==> config.mk <==
export PLATFORM = sky130hd
export DESIGN_NAME = byte_deque_with_key_removal
export DESIGN_NICKNAME = d
export VERILOG_FILES = /design/src/hdl/bdq_pkg.sv /design/src/hdl/bdq_ctrl.sv /design/src/hdl/bdq_dp.sv /design/src/hdl/byte_deque_with_key_removal.sv
export SDC_FILE = /design/constraint.sdc
export NUM_CORES = 1
export LEC_CHECK = 0
export BUFFER_PORTS_ARGS = -buffer_cell sky130_fd_sc_hd__buf_2
export CAP_MARGIN = 15
export CORE_ASPECT_RATIO = 0.5
export CORE_MARGIN = 10
export CORE_UTILIZATION = 55
export DETAILED_ROUTE_END_ITERATION = 7
export PLACE_DENSITY = 0.75
export SYNTH_ARGS = -nofsm -noshare
export SYNTH_HDL_FRONTEND = slang
export SYNTH_SLANG_ARGS = --single-unit
==> constraint.sdc <==
create_clock -name clock -period 2.5 [get_ports clock]
set_input_delay 0.5 -clock clock [delete_from_list [all_inputs] [get_ports clock]]
set_output_delay 0.5 -clock clock [all_outputs]
set_load 0.005 [all_outputs]
==> src/hdl/bdq_pkg.sv <==
// Shared definitions for the byte deque with key removal.
// Operation codes, field widths and the controller/datapath interface types.
// No dependencies.
`default_nettype none

package bdq_pkg;

   localparam int DEPTH_DEFAULT = 16;

   localparam int KIND_W  = 2;
   localparam int VALUE_W = 8;
   localparam int COUNT_W = 5;

   localparam logic [KIND_W-1:0] KIND_PUSH_TOP    = 2'd0;
   localparam logic [KIND_W-1:0] KIND_PUSH_BOTTOM = 2'd1;
   localparam logic [KIND_W-1:0] KIND_REMOVE      = 2'd2;
   localparam logic [KIND_W-1:0] KIND_CLEAR       = 2'd3;

   // Commands from the controller to the datapath.
   typedef struct packed {
      logic accept;    // an input item is taken this cycle
      logic scan;      // one step of the removal compaction
      logic finish;    // close the removal and commit the new fill
      logic load_rsp;  // load the result registers
   } dp_cmd_type;

   // Status from the datapath to the controller.
   typedef struct packed {
      logic needs_scan;  // the offered item is a removal on a nonempty list
      logic scan_done;   // every entry has been read and processed
   } dp_status_type;

endpackage

`default_nettype wire

==> src/hdl/bdq_ctrl.sv <==
// Controller for the byte deque: sequences accept, compaction and result hand-off.
// Depends on bdq_pkg.
`default_nettype none

module bdq_ctrl
   import bdq_pkg::*;
(
   input  logic          clock,
   input  logic          reset,
   input  logic          req_valid,
   output logic          req_ready,
   output logic          rsp_valid,
   input  logic          rsp_ready,
   input  dp_status_type status,
   output dp_cmd_type    cmd
);

   typedef enum logic [1:0] {
      ST_IDLE,
      ST_SCAN,
      ST_FINISH
   } state_type;

   state_type state_ff, state_in;
   logic      rsp_valid_ff, rsp_valid_in;
   logic      out_free;

   // The result register can take a new item when empty or when drained this cycle.
   assign out_free  = !rsp_valid_ff || rsp_ready;
   assign req_ready = (state_ff == ST_IDLE) && out_free;
   assign rsp_valid = rsp_valid_ff;

   always_comb begin
      state_in     = state_ff;
      cmd          = '0;
      unique case (state_ff)
         ST_IDLE: begin
            cmd.accept = req_valid && out_free;
            if (cmd.accept) begin
               if (status.needs_scan) begin
                  state_in = ST_SCAN;
               end else begin
                  cmd.load_rsp = 1'b1;
               end
            end
         end
         ST_SCAN: begin
            cmd.scan = 1'b1;
            if (status.scan_done) begin
               state_in = ST_FINISH;
            end
         end
         ST_FINISH: begin
            if (out_free) begin
               cmd.finish   = 1'b1;
               cmd.load_rsp = 1'b1;
               state_in     = ST_IDLE;
            end
         end
         default: begin
            state_in = ST_IDLE;
         end
      endcase

      if (cmd.load_rsp) begin
         rsp_valid_in = 1'b1;
      end else if (rsp_ready) begin
         rsp_valid_in = 1'b0;
      end else begin
         rsp_valid_in = rsp_valid_ff;
      end
   end

   always_ff @(posedge clock) begin
      if (reset) begin
         state_ff     <= ST_IDLE;
         rsp_valid_ff <= 1'b0;
      end else begin
         state_ff     <= state_in;
         rsp_valid_ff <= rsp_valid_in;
      end
   end

endmodule

`default_nettype wire

==> src/hdl/bdq_dp.sv <==
// Datapath for the byte deque: circular entry memory, head and fill pointers,
// removal compaction and result registers. Depends on bdq_pkg.
`default_nettype none

module bdq_dp
   import bdq_pkg::*;
#(
   parameter int DEPTH = DEPTH_DEFAULT
)(
   input  logic                clock,
   input  logic                reset,
   input  dp_cmd_type          cmd,
   output dp_status_type       status,
   input  logic [KIND_W-1:0]   req_kind,
   input  logic [VALUE_W-1:0]  req_value,
   output logic [COUNT_W-1:0]  rsp_count,
   output logic [VALUE_W-1:0]  rsp_top_value,
   output logic                rsp_refused,
   output logic [COUNT_W-1:0]  rsp_removed_count
);

   localparam int AW = (DEPTH > 1) ? $clog2(DEPTH) : 1;
   localparam int CW = $clog2(DEPTH + 1);
   localparam int SW = ((AW > CW) ? AW : CW) + 1;
   localparam logic [SW-1:0] DEPTH_S = SW'(DEPTH);
   localparam logic [CW-1:0] DEPTH_C = CW'(DEPTH);
   localparam logic [AW-1:0] LAST_A  = AW'(DEPTH - 1);

   // Position of an entry counted from the head, with one wrap at DEPTH.
   function automatic logic [AW-1:0] wrap_add(input logic [AW-1:0] base,
                                              input logic [CW-1:0] offset);
      logic [SW-1:0] sum;
      sum = SW'(base) + SW'(offset);
      if (sum >= DEPTH_S) begin
         sum = sum - DEPTH_S;
      end
      return sum[AW-1:0];
   endfunction

   logic [VALUE_W-1:0] entries_ff [DEPTH];
   logic [VALUE_W-1:0] rd_data_ff;

   logic [AW-1:0]      head_ff, head_in;
   logic [CW-1:0]      fill_ff, fill_in;
   logic [VALUE_W-1:0] top_ff, top_in;
   logic [VALUE_W-1:0] key_ff, key_in;
   logic [CW-1:0]      rd_idx_ff, rd_idx_in;
   logic [CW-1:0]      kept_ff, kept_in;
   logic               pend_ff, pend_in;

   logic [CW-1:0]      res_count_ff, res_count_in;
   logic [VALUE_W-1:0] res_top_ff, res_top_in;
   logic               res_refused_ff, res_refused_in;
   logic [CW-1:0]      res_removed_ff, res_removed_in;

   logic               wr_en;
   logic [AW-1:0]      wr_addr;
   logic [VALUE_W-1:0] wr_data;
   logic [AW-1:0]      rd_addr;
   logic [AW-1:0]      head_dec;
   logic               full;
   logic               empty;

   assign full     = (fill_ff == DEPTH_C);
   assign empty    = (fill_ff == '0);
   assign head_dec = (head_ff == '0) ? LAST_A : head_ff - AW'(1);
   assign rd_addr  = wrap_add(head_ff, rd_idx_ff);

   assign status.needs_scan = (req_kind == KIND_REMOVE) && !empty;
   assign status.scan_done  = (rd_idx_ff == fill_ff) && !pend_ff;

   always_comb begin
      head_in        = head_ff;
      fill_in        = fill_ff;
      top_in         = top_ff;
      key_in         = key_ff;
      rd_idx_in      = rd_idx_ff;
      kept_in        = kept_ff;
      pend_in        = pend_ff;
      res_count_in   = fill_ff;
      res_top_in     = top_ff;
      res_refused_in = 1'b0;
      res_removed_in = '0;
      wr_en          = 1'b0;
      wr_addr        = head_ff;
      wr_data        = req_value;

      if (cmd.accept) begin
         unique case (req_kind)
            KIND_PUSH_TOP: begin
               if (full) begin
                  res_refused_in = 1'b1;
               end else begin
                  wr_en        = 1'b1;
                  wr_addr      = head_dec;
                  head_in      = head_dec;
                  fill_in      = fill_ff + CW'(1);
                  top_in       = req_value;
                  res_count_in = fill_ff + CW'(1);
                  res_top_in   = req_value;
               end
            end
            KIND_PUSH_BOTTOM: begin
               if (full) begin
                  res_refused_in = 1'b1;
               end else begin
                  wr_en        = 1'b1;
                  wr_addr      = wrap_add(head_ff, fill_ff);
                  fill_in      = fill_ff + CW'(1);
                  res_count_in = fill_ff + CW'(1);
                  if (empty) begin
                     top_in     = req_value;
                     res_top_in = req_value;
                  end
               end
            end
            KIND_REMOVE: begin
               if (empty) begin
                  res_count_in = '0;
                  res_top_in   = '0;
               end else begin
                  key_in    = req_value;
                  rd_idx_in = '0;
                  kept_in   = '0;
                  pend_in   = 1'b0;
               end
            end
            KIND_CLEAR: begin
               fill_in        = '0;
               res_count_in   = '0;
               res_top_in     = '0;
               res_removed_in = fill_ff;
            end
            default: begin
            end
         endcase
      end

      // Compaction: read one entry per cycle, write survivors back in order.
      if (cmd.scan) begin
         if (rd_idx_ff != fill_ff) begin
            rd_idx_in = rd_idx_ff + CW'(1);
            pend_in   = 1'b1;
         end else begin
            pend_in = 1'b0;
         end
         if (pend_ff && (rd_data_ff != key_ff)) begin
            wr_en   = 1'b1;
            wr_addr = wrap_add(head_ff, kept_ff);
            wr_data = rd_data_ff;
            kept_in = kept_ff + CW'(1);
            if (kept_ff == '0) begin
               top_in = rd_data_ff;
            end
         end
      end

      if (cmd.finish) begin
         fill_in        = kept_ff;
         res_count_in   = kept_ff;
         res_top_in     = (kept_ff != '0) ? top_ff : '0;
         res_removed_in = fill_ff - kept_ff;
      end
   end

   always_ff @(posedge clock) begin
      if (wr_en) begin
         entries_ff[wr_addr] <= wr_data;
      end
      rd_data_ff <= entries_ff[rd_addr];
   end

   always_ff @(posedge clock) begin
      if (reset) begin
         head_ff   <= '0;
         fill_ff   <= '0;
         rd_idx_ff <= '0;
         kept_ff   <= '0;
         pend_ff   <= 1'b0;
      end else begin
         head_ff   <= head_in;
         fill_ff   <= fill_in;
         rd_idx_ff <= rd_idx_in;
         kept_ff   <= kept_in;
         pend_ff   <= pend_in;
      end
   end

   always_ff @(posedge clock) begin
      top_ff <= top_in;
      key_ff <= key_in;
      if (cmd.load_rsp) begin
         res_count_ff   <= res_count_in;
         res_top_ff     <= res_top_in;
         res_refused_ff <= res_refused_in;
         res_removed_ff <= res_removed_in;
      end
   end

   // Counts leave on five bits; deeper lists wrap there.
   logic [CW+COUNT_W-1:0] count_ext;
   logic [CW+COUNT_W-1:0] removed_ext;

   assign count_ext         = {{COUNT_W{1'b0}}, res_count_ff};
   assign removed_ext       = {{COUNT_W{1'b0}}, res_removed_ff};
   assign rsp_count         = count_ext[COUNT_W-1:0];
   assign rsp_removed_count = removed_ext[COUNT_W-1:0];
   assign rsp_top_value     = res_top_ff;
   assign rsp_refused       = res_refused_ff;

endmodule

`default_nettype wire

==> src/hdl/byte_deque_with_key_removal.sv <==
// Byte deque with key removal. Holds up to DEPTH bytes in order; each item pushes a
// byte at the top or the bottom, removes every entry equal to a key, or clears the
// list, and returns one result with the new count, the top byte (zero when empty),
// a refused flag for a push into a full list and the number of entries deleted.
// Pushes, clears and removals on an empty list load the result on acceptance, and the
// next item may follow at once. In a removal on a nonempty list, the
// compaction reads one entry per cycle from the single-read-port entry memory and
// writes survivors back behind it. The result sits in an output register; a new
// item is taken while a result waits only in the cycle that the result is taken.
// Depends on bdq_pkg, bdq_ctrl and bdq_dp.
`default_nettype none

module byte_deque_with_key_removal
   import bdq_pkg::*;
#(
   parameter int DEPTH = DEPTH_DEFAULT
)(
   input  logic               clock,
   input  logic               reset,
   input  logic               req_valid,
   output logic               req_ready,
   input  logic [KIND_W-1:0]  req_kind,
   input  logic [VALUE_W-1:0] req_value,
   output logic               rsp_valid,
   input  logic               rsp_ready,
   output logic [COUNT_W-1:0] rsp_count,
   output logic [VALUE_W-1:0] rsp_top_value,
   output logic               rsp_refused,
   output logic [COUNT_W-1:0] rsp_removed_count
);

   dp_cmd_type    cmd;
   dp_status_type status;

   bdq_ctrl u_ctrl (
      .clock     (clock),
      .reset     (reset),
      .req_valid (req_valid),
      .req_ready (req_ready),
      .rsp_valid (rsp_valid),
      .rsp_ready (rsp_ready),
      .status    (status),
      .cmd       (cmd)
   );

   bdq_dp #(
      .DEPTH (DEPTH)
   ) u_dp (
      .clock             (clock),
      .reset             (reset),
      .cmd               (cmd),
      .status            (status),
      .req_kind          (req_kind),
      .req_value         (req_value),
      .rsp_count         (rsp_count),
      .rsp_top_value     (rsp_top_value),
      .rsp_refused       (rsp_refused),
      .rsp_removed_count (rsp_removed_count)
   );

endmodule

`default_nettype wire

==> summary.md, run 1 <==
| Metric | Value |
|---|---|
| Final worst slack | -0.01832 ns |
| Crit-path max FO | 6 |
| Die height | about 110 um |
| Clock root buffer | clkbuf_16 |
| Hold WC Path Type | primary input to flop |
| P_sw | ~1700 uW |
| Register Area | 5443 um2 |
| Final min period | 2.518 ns |
| Outcome | complete, but fails checks |
| Bufs on Longest Clock Path | 2 |
| Gate Count Post-Synth | 621 |
| Share of layout cells above drive strength 1 | 34.00% |
| CTS clk-pin slew, worst paths | 0.07 ns |
| Total gr overflow | 0 |
| Primary FF master, synth | edfxtp_1 |
| Power per cell area | 660.0 nW/um2 |
| CP required | 2.82 ns |
| CP Class | flop to flop |
| WHS | between 0.3 and 0.4 ns |
| Internal | 5227 uW |
| CP Capture Type | flop |
| Startpoint type of the worst setup path | flop |
| Number of synthesized flops with an enable pin | 155 |
| Syn Nets | 658 |
| Starting Density | 56.16% |
| Rel. slew slack | about a fifth |
| Core area | 15370 um2 |
| Port Buffers | 34 |
| VDD IR-drop max | just over 400 uV |
| Largest net degree at the start of global routing | 24 |
| Skew-Pair Late Insertion Delay | 0.43 ns |
| TritonCTS buffer count | 17 |
| Dpl cell area | between 9000 and 10000 um2 |
| ANT cells | 0 |
| Slew at the pin closest to its max-slew limit | between 1 and 1.5 ns |
| Largest area contributor in the netlist | edfxtp_1 |
| Global-route wire length before repair | between 30 and 40 mm |
| Seq cells post-synth | 194 |
| FMAX | 397.1 MHz |
| Initial antenna violation count | 0 |
| Antenna Nets Post-Route | 0 |
| Post-synthesis async set-or-reset flop share | 0% |
| Ys Warns | 0 |
| # DRC | 0 |
| Filler cells | 971 |
| RSZ-0062 raised after global routing | true |
| Die width | 197.2 um |
| Reg power frac | 52.7% |
| Synth cell types | 56 |
| Pre-antenna DRT Iters | 7 |
| Leakage power | 0.003901 uW |
| CTS H-Tree Depth | 4 |
| DR iter-0 viols | 666 |
| Detailed placement HPWL | approximately 13 mm |
| Slew Viols, Final | 0 |
| Cell Rows | 32 |
| GP Congestion | approximately 0.9 |
| Top-Level Pins | 35 |
| Final Util | 68.45% |
| Period Utilization, post-route | 100.7% |
| Syn Std Cell Area | 8635 um2 |
| Clock share of power | 37.5% |
| Syn Area/Cell | 13.90 um2 |
| Multi-input logic area | 3264 um2 |
| CTS tree | built |
| Clock skew | 0.01696 ns |
| Arrival @ worst endpoint | 2.84 ns |
| Die area | 21420 um2 |
| Final #Nets | 774 |
| Register area share after synthesis | 62.95% |
| Global Route Usage Sum | a little under a fifth |
| Vias/cell | slightly above 6 |
| Setup Viol. Count Final | 9 |
| Area growth, synth to finish | 21.88% |
| Vias in the first global route | 5547 |
| CTS Hold Bufs | 0 |
| Failing checks | setup timing |
| Vias | 5774 |
| Max_cap viols | 0 |
| Final wirelength | about 20 mm |
| Sw frac | ~25% |
| TritonCTS Sinks | around 190 |
| WL/cell | 21.42 um |
| Largest cells by area after synthesis | edfxtp_1 54%, dfxtp_1 9.0%, mux4_2 8.3%, ha_1 2.8%, nand2_1 2.6% |
| Final hold violation count | 0 |
| Final Cell Area | around 11000 um2 |
| Combinational Power Share | 9.8% |
| Post-synth top area share | 53.91% |
cells by family (layout without fill, tap and decap cells):
logic type | count (synthesis) | after routing | synth area share [%]
buffers and inverters | 45 | 174 | 2.333
adders and majority gates | 23 | 23 | 3.681
and+or+nand+nor | 169 | 169 | 9.404
xor gates and xnor gates | 24 | 24 | 2.434
AOI/OAI and AO/OA | 116 | 116 | 8.767
DFF | 194 | 194 | 62.95
muxes | 50 | 50 | 10.43
path summary, 6_finish.rpt:
check / start / endpoint / slack, ns / cells after the start
min reg2reg: u_dp.rd_data_ff[6] / u_dp.top_ff[6] / 0.50 / 2
max: u_dp.head_ff[0] / u_dp.rd_data_ff[6] / -0.02 / 11
min: req_value[6] / u_dp.key_ff[6] / 0.31 / 1
max reg2reg: u_dp.head_ff[0] / u_dp.rd_data_ff[6] / -0.02 / 11
cells in the final DEF, fill, tap and decap left out, types with 17 or more instances in the layout:
cell type / instances
mux4_2: 32
mux2i_1: 17
clkbuf_16: 17
nor2_1: 31
buf_4: 73
buf_2: 34
a21oi_1: 32
dfxtp_1: 35
o21ai_1: 19
nand2_1: 50
edfxtp_1: 155
inv_1: 18
metal layers:
| layer | global-route usage [%] | routed length [um] | vias to the layer above |
|---|---|---|---|
| met4 | 6.979 | 467 | 0 |
| met5 | 0 | 0 | - |
| li1 | - | - | 2593 |
| met2 | 28.34 | 9374 | 280 |
| met1 | 25.46 | 9058 | 2865 |
| met3 | 4.403 | 1533 | 36 |
worst max-delay path, cell delays in order (launching register included):
cell,delay (ns)
dfxtp_2,0.36
buf_6,0.14
ha_4,0.14
inv_2,0.04
fa_1,0.60
buf_12,0.15
buf_8,0.12
buf_4,0.11
mux4_2,0.32
a211oi_2,0.23
buf_4,0.17
a21oi_2,0.04
synthesized netlist by cell type (all sizes together), types with 3 or more instances:
| master | n |
|---|---|
| nor2b | 12 |
| a31o | 3 |
| and3 | 5 |
| nand2b | 7 |
| edfxtp | 155 |
| and2 | 3 |
| a21o | 6 |
| ha | 19 |
| mux4 | 32 |
| a22o | 7 |
| fa | 4 |
| a31oi | 8 |
| a21oi | 37 |
| nand2 | 59 |
| nor3 | 4 |
| or3 | 7 |
| xor2 | 17 |
| a211oi | 13 |
| o21ai | 26 |
| buf | 17 |
| nand3 | 16 |
| o32ai | 3 |
| dfxtp | 39 |
| nor2 | 45 |
| clkbuf | 7 |
| xnor2 | 7 |
| inv | 21 |
| mux2i | 18 |
state kept, by name, summed over array words and instances (netlist names):
name                    flops
u_dp.entries_ff           128
u_dp.rd_data_ff             8
u_ctrl.rsp_valid            1
u_dp.top_ff                 8
u_dp.fill_ff                5
u_dp.key_ff                 8
u_ctrl.state_ff             2
u_dp.rsp_removed_count      5
u_dp.head_ff                4
u_dp.pend_ff                1
u_dp.rsp_refused            1
u_dp.kept_ff                5
u_dp.rsp_count              5
u_dp.rsp_top_value          8
u_dp.rd_idx_ff              5
per-stage QoR:
stage	total power (uW)	worst slack, ns	std cells	setup TNS [ns]
6_report	6945	-0.01832	954	-0.06972
5_1_grt	7170	-0.08541	954	-3.796
4_1_cts	6902	-0.01454	944	-0.2082
3_5_place_dp	4321	-0.08443	910	-2.171
3_3_place_gp	4300	-0.02699	910	-0.5356
2_1_floorplan	4072	-0.1060	621	-6.728
power by group through the flow:
stage,Sequential (uW),Combinational (uW),Clock (uW)
after floorplan,3720,354,0
after global placement,3720,578,0
after detailed placement,3730,593,0
after CTS,3660,614,2630
after global routing,3670,731,2770
final,3660,680,2610
timing repair:
action / CTS / global route
buffers inserted: 2 / 10
gates resized for setup: 19 / 61
pin swaps: 8 / 26
endpoints found under the setup margin: 129 / 136
layout make-up:
class | count | area share (%)
flip-flops and latches | 194 | 51.72
multi-input cells | 382 | 31.02
repair buffers | 121 | 8.643
clock buffers | 18 | 4.078
well taps | 204 | 2.425
clock inverters | 14 | 1.343
inverters | 21 | 0.7728
Note: power is estimated with default switching activity, not from simulation.
==> run 2: changes to the inputs <==
--- a/config.mk
+++ b/config.mk
@@ -11,7 +11,7 @@
 export CORE_MARGIN = 10
 export CORE_UTILIZATION = 55
 export DETAILED_ROUTE_END_ITERATION = 7
-export PLACE_DENSITY = 0.75
+export PLACE_DENSITY = 0.84
 export SYNTH_ARGS = -nofsm -noshare
 export SYNTH_HDL_FRONTEND = slang
 export SYNTH_SLANG_ARGS = --single-unit
==> summary.md, run 2 (synthesis results as in run 1) <==
| Metric | Value |
|---|---|
| DP Worst Slack | -0.1051 ns (-0.02070 ns) |
| Reg with most FFs | u_dp.entries_ff |
| GP Congestion | 0.9705 (+5.9%) |
| Final Cell Area | 10740 um2 (+2.0%) |
| Critical path, cell by cell | ha_4, fa_1, xor2_1, mux2i_1, nand3_1, a31oi_1, buf_4, nand2_2, nor2_2, buf_6 |
| R2r setup slk | -0.19 ns (-0.17 ns) |
| TritonCTS buffer count | 17 (unchanged) |
| R2R cell count | 10 (-1) |
| ANT cells | 0 (unchanged) |
| WL/cell | 26.32 um (+23%) |
| CTS H-Tree Depth | 4 (unchanged) |
| RSZ-0062 raised after global routing | true |
| CP top delay family | adder cells |
| TritonCTS Sinks | 194 (unchanged) |
| Area growth, synth to finish | 24.37% |
| Reg2reg start | u_dp.fill_ff[0] |
| CTS Hold Bufs | 0 (unchanged) |
| Hold WC Path Type | primary input to flop |
| Total gr overflow | 0 (unchanged) |
| Final wirelength | 24.98 mm (+22%) |
| Share of layout cells above drive strength 1 | 34.63% (+0.63 points) |
| # DRC | 0 (unchanged) |
| Failing checks | setup timing |
| Core area | 15370 um2 (unchanged) |
| Placed Cells | 904 (-0.66%) |
| VDD IR-drop max | 446.1 uV (+10%) |
| Port Buffers | 34 (unchanged) |
| Skew-Pair Late Insertion Delay | 0.44 ns (about the same) |
| Period Utilization, post-route | 107.4% (+6.7 points) |
| Crit-path max FO | 8 (+2) |
| CP required | 2.65 ns (-0.17 ns) |
| CTS tree | built |
| Vias in the first global route | 5811 (+4.8%) |
| Slew Viols, Final | 0 (unchanged) |
| Slew at the pin closest to its max-slew limit | 0.9644 ns (-0.2142 ns) |
| CP Class | flop to flop |
| Arrival @ worst endpoint | 2.84 ns (about the same) |
| Final worst slack | -0.1858 ns (-0.1674 ns) |
| Largest net degree at the start of global routing | 24 (unchanged) |
| Max reg flops | 128 (unchanged) |
| Worst setup path endpoint | u_dp.entries_ff[0][1] |
| Clock root buffer | clkbuf_16 |
| DR iter-0 viols | 881 (+32%) |
| Clock skew | 0.01370 ns (-0.003257 ns) |
| Max incr delay on CP | 0.37 ns (-0.23 ns) |
| Rel. slew slack | 35.25% (+14 points) |
| Final hold violation count | 0 (unchanged) |
| Global Route Usage Sum | 20.07% (+1.5 points) |
| Die area | 21420 um2 (unchanged) |
| Antenna Nets Post-Route | 0 (unchanged) |
| Number of cells on the critical path | 10 (-1) |
| Startpoint type of the worst setup path | flop |
| Dpl cell area | 9513 um2 (-0.47%) |
| Global-route wire length before repair | 33.04 mm (+7.8%) |
| Power per cell area | 674.6 nW/um2 (+2.2%) |
| Max_cap viols | 0 (unchanged) |
| Cell Rows | 32 (unchanged) |
| Commonest non-fill, non-tap cell in the layout | edfxtp_1 |
| Die width | 197.2 um (unchanged) |
| CTS clk-pin slew, worst paths | 0.07 ns (about the same) |
| Final min period | 2.686 ns (+0.1674 ns) |
| Vias/cell | 6.790 (+12%) |
| Starting Density | 56.16% (unchanged) |
| Most frequent cells in the layout | 155 x edfxtp_1, 56 x buf_4, 51 x nand2_1 |
| Die height | 108.6 um (unchanged) |
| R2R Path End | u_dp.entries_ff[0][1] |
| Launch point of the critical path | u_dp.fill_ff[0] |
| Pre-antenna DRT Iters | 6 (-1) |
| Top-Level Pins | 35 (unchanged) |
| CP Capture Type | flop |
| Buf/Inv on CP | 2 (-4) |
| Leakage power | 0.003939 uW (+0.97%) |
| Slowest CP cell | dfxtp_4 |
| Vias | 6444 (+12%) |
| Outcome | complete, but fails checks |
| Bufs on Longest Clock Path | 2 (unchanged) |
| Setup Viol. Count Final | 129 (+120) |
| Detailed placement HPWL | 13.75 mm (+4.3%) |
| Final cell count without fillers | 949 (-0.52%) |
| Initial antenna violation count | 0 (unchanged) |
| Total Power | 7245 uW (+4.3%) |
| Final #Nets | 769 (-0.65%) |
| Setup TNS | -15.16 ns (-15.09 ns) |
| FMAX | 372.3 MHz (-6.2%) |
==> run 2: how the worst min path moves through the flow <==
stage | cells after the start | to | from
after floorplan | 2 | u_dp.top_ff[3] | u_dp.rd_data_ff[3]
after global placement | 2 | u_dp.top_ff[2] | u_dp.rd_data_ff[2]
after detailed placement | 2 | u_dp.top_ff[1] | u_dp.rd_data_ff[1]
after CTS | 1 | u_dp.key_ff[7] | req_value[7]
after global routing | 1 | u_dp.key_ff[0] | req_value[0]
final | 1 | u_dp.key_ff[0] | req_value[0]
==> run 2: layer usage <==
layer	global-route usage, %	vias to the layer above	share of wire [%]
met5	0	-	0
met1	25.22	3124	36
met4	8.833	0	5.2
met3	4.465	144	11
li1	-	2584	-
met2	33.27	592	48
==> run 2: stage by stage <==
stage / utilization (%) / hold WS [ns]
CTS: 67.14 / 0.3013
global placement: 61.87 / 0.4747
finish: 69.85 / 0.3123
global route: 69.85 / 0.2954
floorplan: - / 0.4524
detailed placement: 61.87 / 0.4858
==> run 2: timing repair <==
item,CTS,global route
buffers inserted,2,10
cloned,0,1
pin swaps,14,29
endpoints found under the setup margin,136,135
gates resized for setup,46,72
==> run 2: power by group <==
group          internal, uW  switching, uW
clock network          1510           1310
registers              3600           67.1
logic                   321            440
total                  5430           1810
==> run 2: cell type report <==
type                       instances  area [um2]
inverter                          21       81.33
timing repair buffer             116       935.9
clock inverter                    14       170.2
multi-input combinational        382        3417
tap                              204       255.2
clock buffer                      18       429.2
sequential                       194        5450
fill                             844        4636
==> run 3: changes to the inputs <==
--- a/config.mk
+++ b/config.mk
@@ -8,7 +8,7 @@
 export BUFFER_PORTS_ARGS = -buffer_cell sky130_fd_sc_hd__buf_2
 export CAP_MARGIN = 15
 export CORE_ASPECT_RATIO = 0.5
-export CORE_MARGIN = 10
+export CORE_MARGIN = 5
 export CORE_UTILIZATION = 55
 export DETAILED_ROUTE_END_ITERATION = 7
 export PLACE_DENSITY = 0.84
==> summary.md, run 3 (synthesis results as in run 1) <==
| Metric | Value |
|---|---|
| Outcome | complete, but fails checks |
| Failing checks | setup timing |
| Startpoint type of the worst setup path | flop |
| Hold path start | req_value[3] |
| Bufs on Longest Clock Path | 2 (unchanged) |
| Max incr delay on CP | 0.49 ns (+0.12 ns) |
| Antenna Nets Post-Route | 0 (unchanged) |
| DR iter-0 viols | 1031 (+17%) |
| TritonCTS buffer count | 17 (unchanged) |
| Vias | 6246 (-3.1%) |
| Filler cells | 887 (+5.1%) |
| Clock skew | 0.01749 ns (+0.003792 ns) |
| Max reg flops | 128 (unchanged) |
| R2R cell count | 9 (-1) |
| Slew Viols, Final | 0 (unchanged) |
| CP required | 2.65 ns (about the same) |
| GP Congestion | 0.8861 (-8.7%) |
| Area growth, synth to finish | 23.07% |
| Share of layout cells above drive strength 1 | 32.97% (-1.7 points) |
| Final cell count without fillers | 944 (-0.53%) |
| Period Utilization, post-route | 108.0% (+0.60 points) |
| Worst Hold End | u_dp.key_ff[3] |
| Rel. slew slack | 24.14% (-11 points) |
| CTS clk-pin slew, worst paths | 0.08 ns (about the same) |
| Final hold violation count | 0 (unchanged) |
| Port Buffers | 34 (unchanged) |
| Vias/cell | 6.617 (-2.6%) |
| Largest net degree at the start of global routing | 26 (+8.3%) |
| FMAX | 370.3 MHz (-0.55%) |
| Starting Density | 56.01% (-0.15 points) |
| Hold WC Path Type | primary input to flop |
| Power per cell area | 703.0 nW/um2 (+4.2%) |
| # DRC | 0 (unchanged) |
| Number of cells on the critical path | 9 (-1) |
| R2r setup slk | -0.20 ns (about the same) |
| Global-route wire length before repair | 34.90 mm (+5.6%) |
| Setup Viol. Count Final | 131 (+1.6%) |
| CP Capture Type | flop |
| Vias in the first global route | 5941 (+2.2%) |
| Final wirelength | 24.06 mm (-3.7%) |
| Crit-path max FO | 8 (unchanged) |
| WHS | 0.3040 ns (-0.008246 ns) |
| Final min period | 2.701 ns (+0.01493 ns) |
| Die area | 18460 um2 (-14%) |
| Final Util | 68.94% (-0.91 points) |
| Placed Cells | 903 (-0.11%) |
| Reg with most FFs | u_dp.entries_ff |
| CTS H-Tree Depth | 4 (unchanged) |
| Detailed placement HPWL | 13.72 mm (-0.20%) |
| Initial antenna violation count | 0 (unchanged) |
| CP Class | flop to flop |
| Most frequent cells in the layout | 155 x edfxtp_1, 58 x buf_4, 49 x nand2_1 |
| RSZ-0062 raised after global routing | true |
| Slowest CP cell | fa_1 |
| CP top delay family | compound AO/OA/AOI/OAI gates |
| ANT cells | 0 (unchanged) |
| VDD IR-drop max | 535.7 uV (+20%) |
| Skew-Pair Late Insertion Delay | 0.45 ns (about the same) |
| Setup TNS | -16.46 ns (-1.298 ns) |
| Final worst slack | -0.2007 ns (-0.01493 ns) |
| Final #Nets | 764 (-0.65%) |
| Core area | 15410 um2 (+0.26%) |
| CTS Hold Bufs | 0 (unchanged) |
| Slew at the pin closest to its max-slew limit | 1.130 ns (+0.1653 ns) |
| Commonest non-fill, non-tap cell in the layout | edfxtp_1 |
| Reg2reg start | u_dp.fill_ff[0] |
| Die height | 98.60 um (-9.2%) |
| WL/cell | 25.48 um (-3.2%) |
| Critical path, cell by cell | ha_4, fa_1, and2_4, o21ai_0, o21ai_1, a32o_1, nand2_1, nor2_2, buf_6 |
| Buf/Inv on CP | 1 (-1) |
| Clock root buffer | clkbuf_16 |
| Die width | 187.2 um (-5.1%) |
| Global Route Usage Sum | 24.77% (+4.7 points) |
| Cell Rows | 32 (unchanged) |
| Pre-antenna DRT Iters | 6 (unchanged) |
| TritonCTS Sinks | 194 (unchanged) |
| Hold depth | 1 (unchanged) |
| Max_cap viols | 0 (unchanged) |
| Total gr overflow | 0 (unchanged) |
| Top-Level Pins | 35 (unchanged) |
| Arrival @ worst endpoint | 2.85 ns (about the same) |
| CTS tree | built |
| Leakage power | 0.003896 uW (-1.1%) |
| R2R Path End | u_dp.entries_ff[2][0] |
-- run 3: cell count changes in the layout (fill, tap and decap cells not counted), sizes merged --
| cell | change |
|---|---|
| buf | -5 |
| bufinv | +2 |
| clkbuf | -1 |
| clkinv | -1 |
-- run 3: worst max-delay path by stage --
stage / start / to / slack (ns)
2_1_floorplan: u_dp.fill_ff[0] / u_dp.entries_ff[8][0] / -0.11
3_3_place_gp: u_dp.fill_ff[0] / u_dp.entries_ff[4][2] / 0.02
3_5_place_dp: u_dp.fill_ff[0] / u_dp.entries_ff[12][7] / -0.11
4_1_cts: u_dp.fill_ff[0] / u_dp.entries_ff[4][2] / -0.06
5_1_grt: u_dp.fill_ff[0] / u_dp.entries_ff[10][2] / -0.22
6_report: u_dp.fill_ff[0] / u_dp.entries_ff[2][0] / -0.20
-- run 3: cell type report --
cell class	count	area [um2]	area share [%]
sequential	194	5443	51.22
multi-input combinational	382	3308	31.13
timing repair buffer	111	872.1	8.207
clock buffer	17	425.4	4.003
tap	204	255.2	2.402
clock inverter	15	239.0	2.249
inverter	21	83.83	0.7889
-- run 3: power breakdown --
part | total [uW] | internal, uW | switching, uW
registers | 3670 | 3600 | 75.1
clock network | 3080 | 1730 | 1350
logic | 714 | 296 | 418
-- run 3: what timing repair did --
item | CTS | global route
cloned | 0 | 1
pin swaps | 17 | 18
setup buffers | 1 | 11
gates resized for setup | 48 | 42
endpoints found under the setup margin | 131 | 168
-- run 3: layer usage --
metal / track usage (%) / vias up / wire length, um
li1: - / 2575 / -
met5: 0 / - / 0
met1: 32.52 / 3045 / 9029
met3: 5.485 / 101 / 2485
met4: 10.22 / 0 / 1216
met2: 40.74 / 525 / 11320
-- run 3: metrics by stage --
stage	worst slack [ns]	cell area, um2	power [uW]
floorplan	-0.1060	8645	4072
global placement	0.01914	9493	4290
detailed placement	-0.1141	9493	4321
CTS	-0.06235	10380	7350
global route	-0.2248	10630	7679
finish	-0.2007	10630	7471
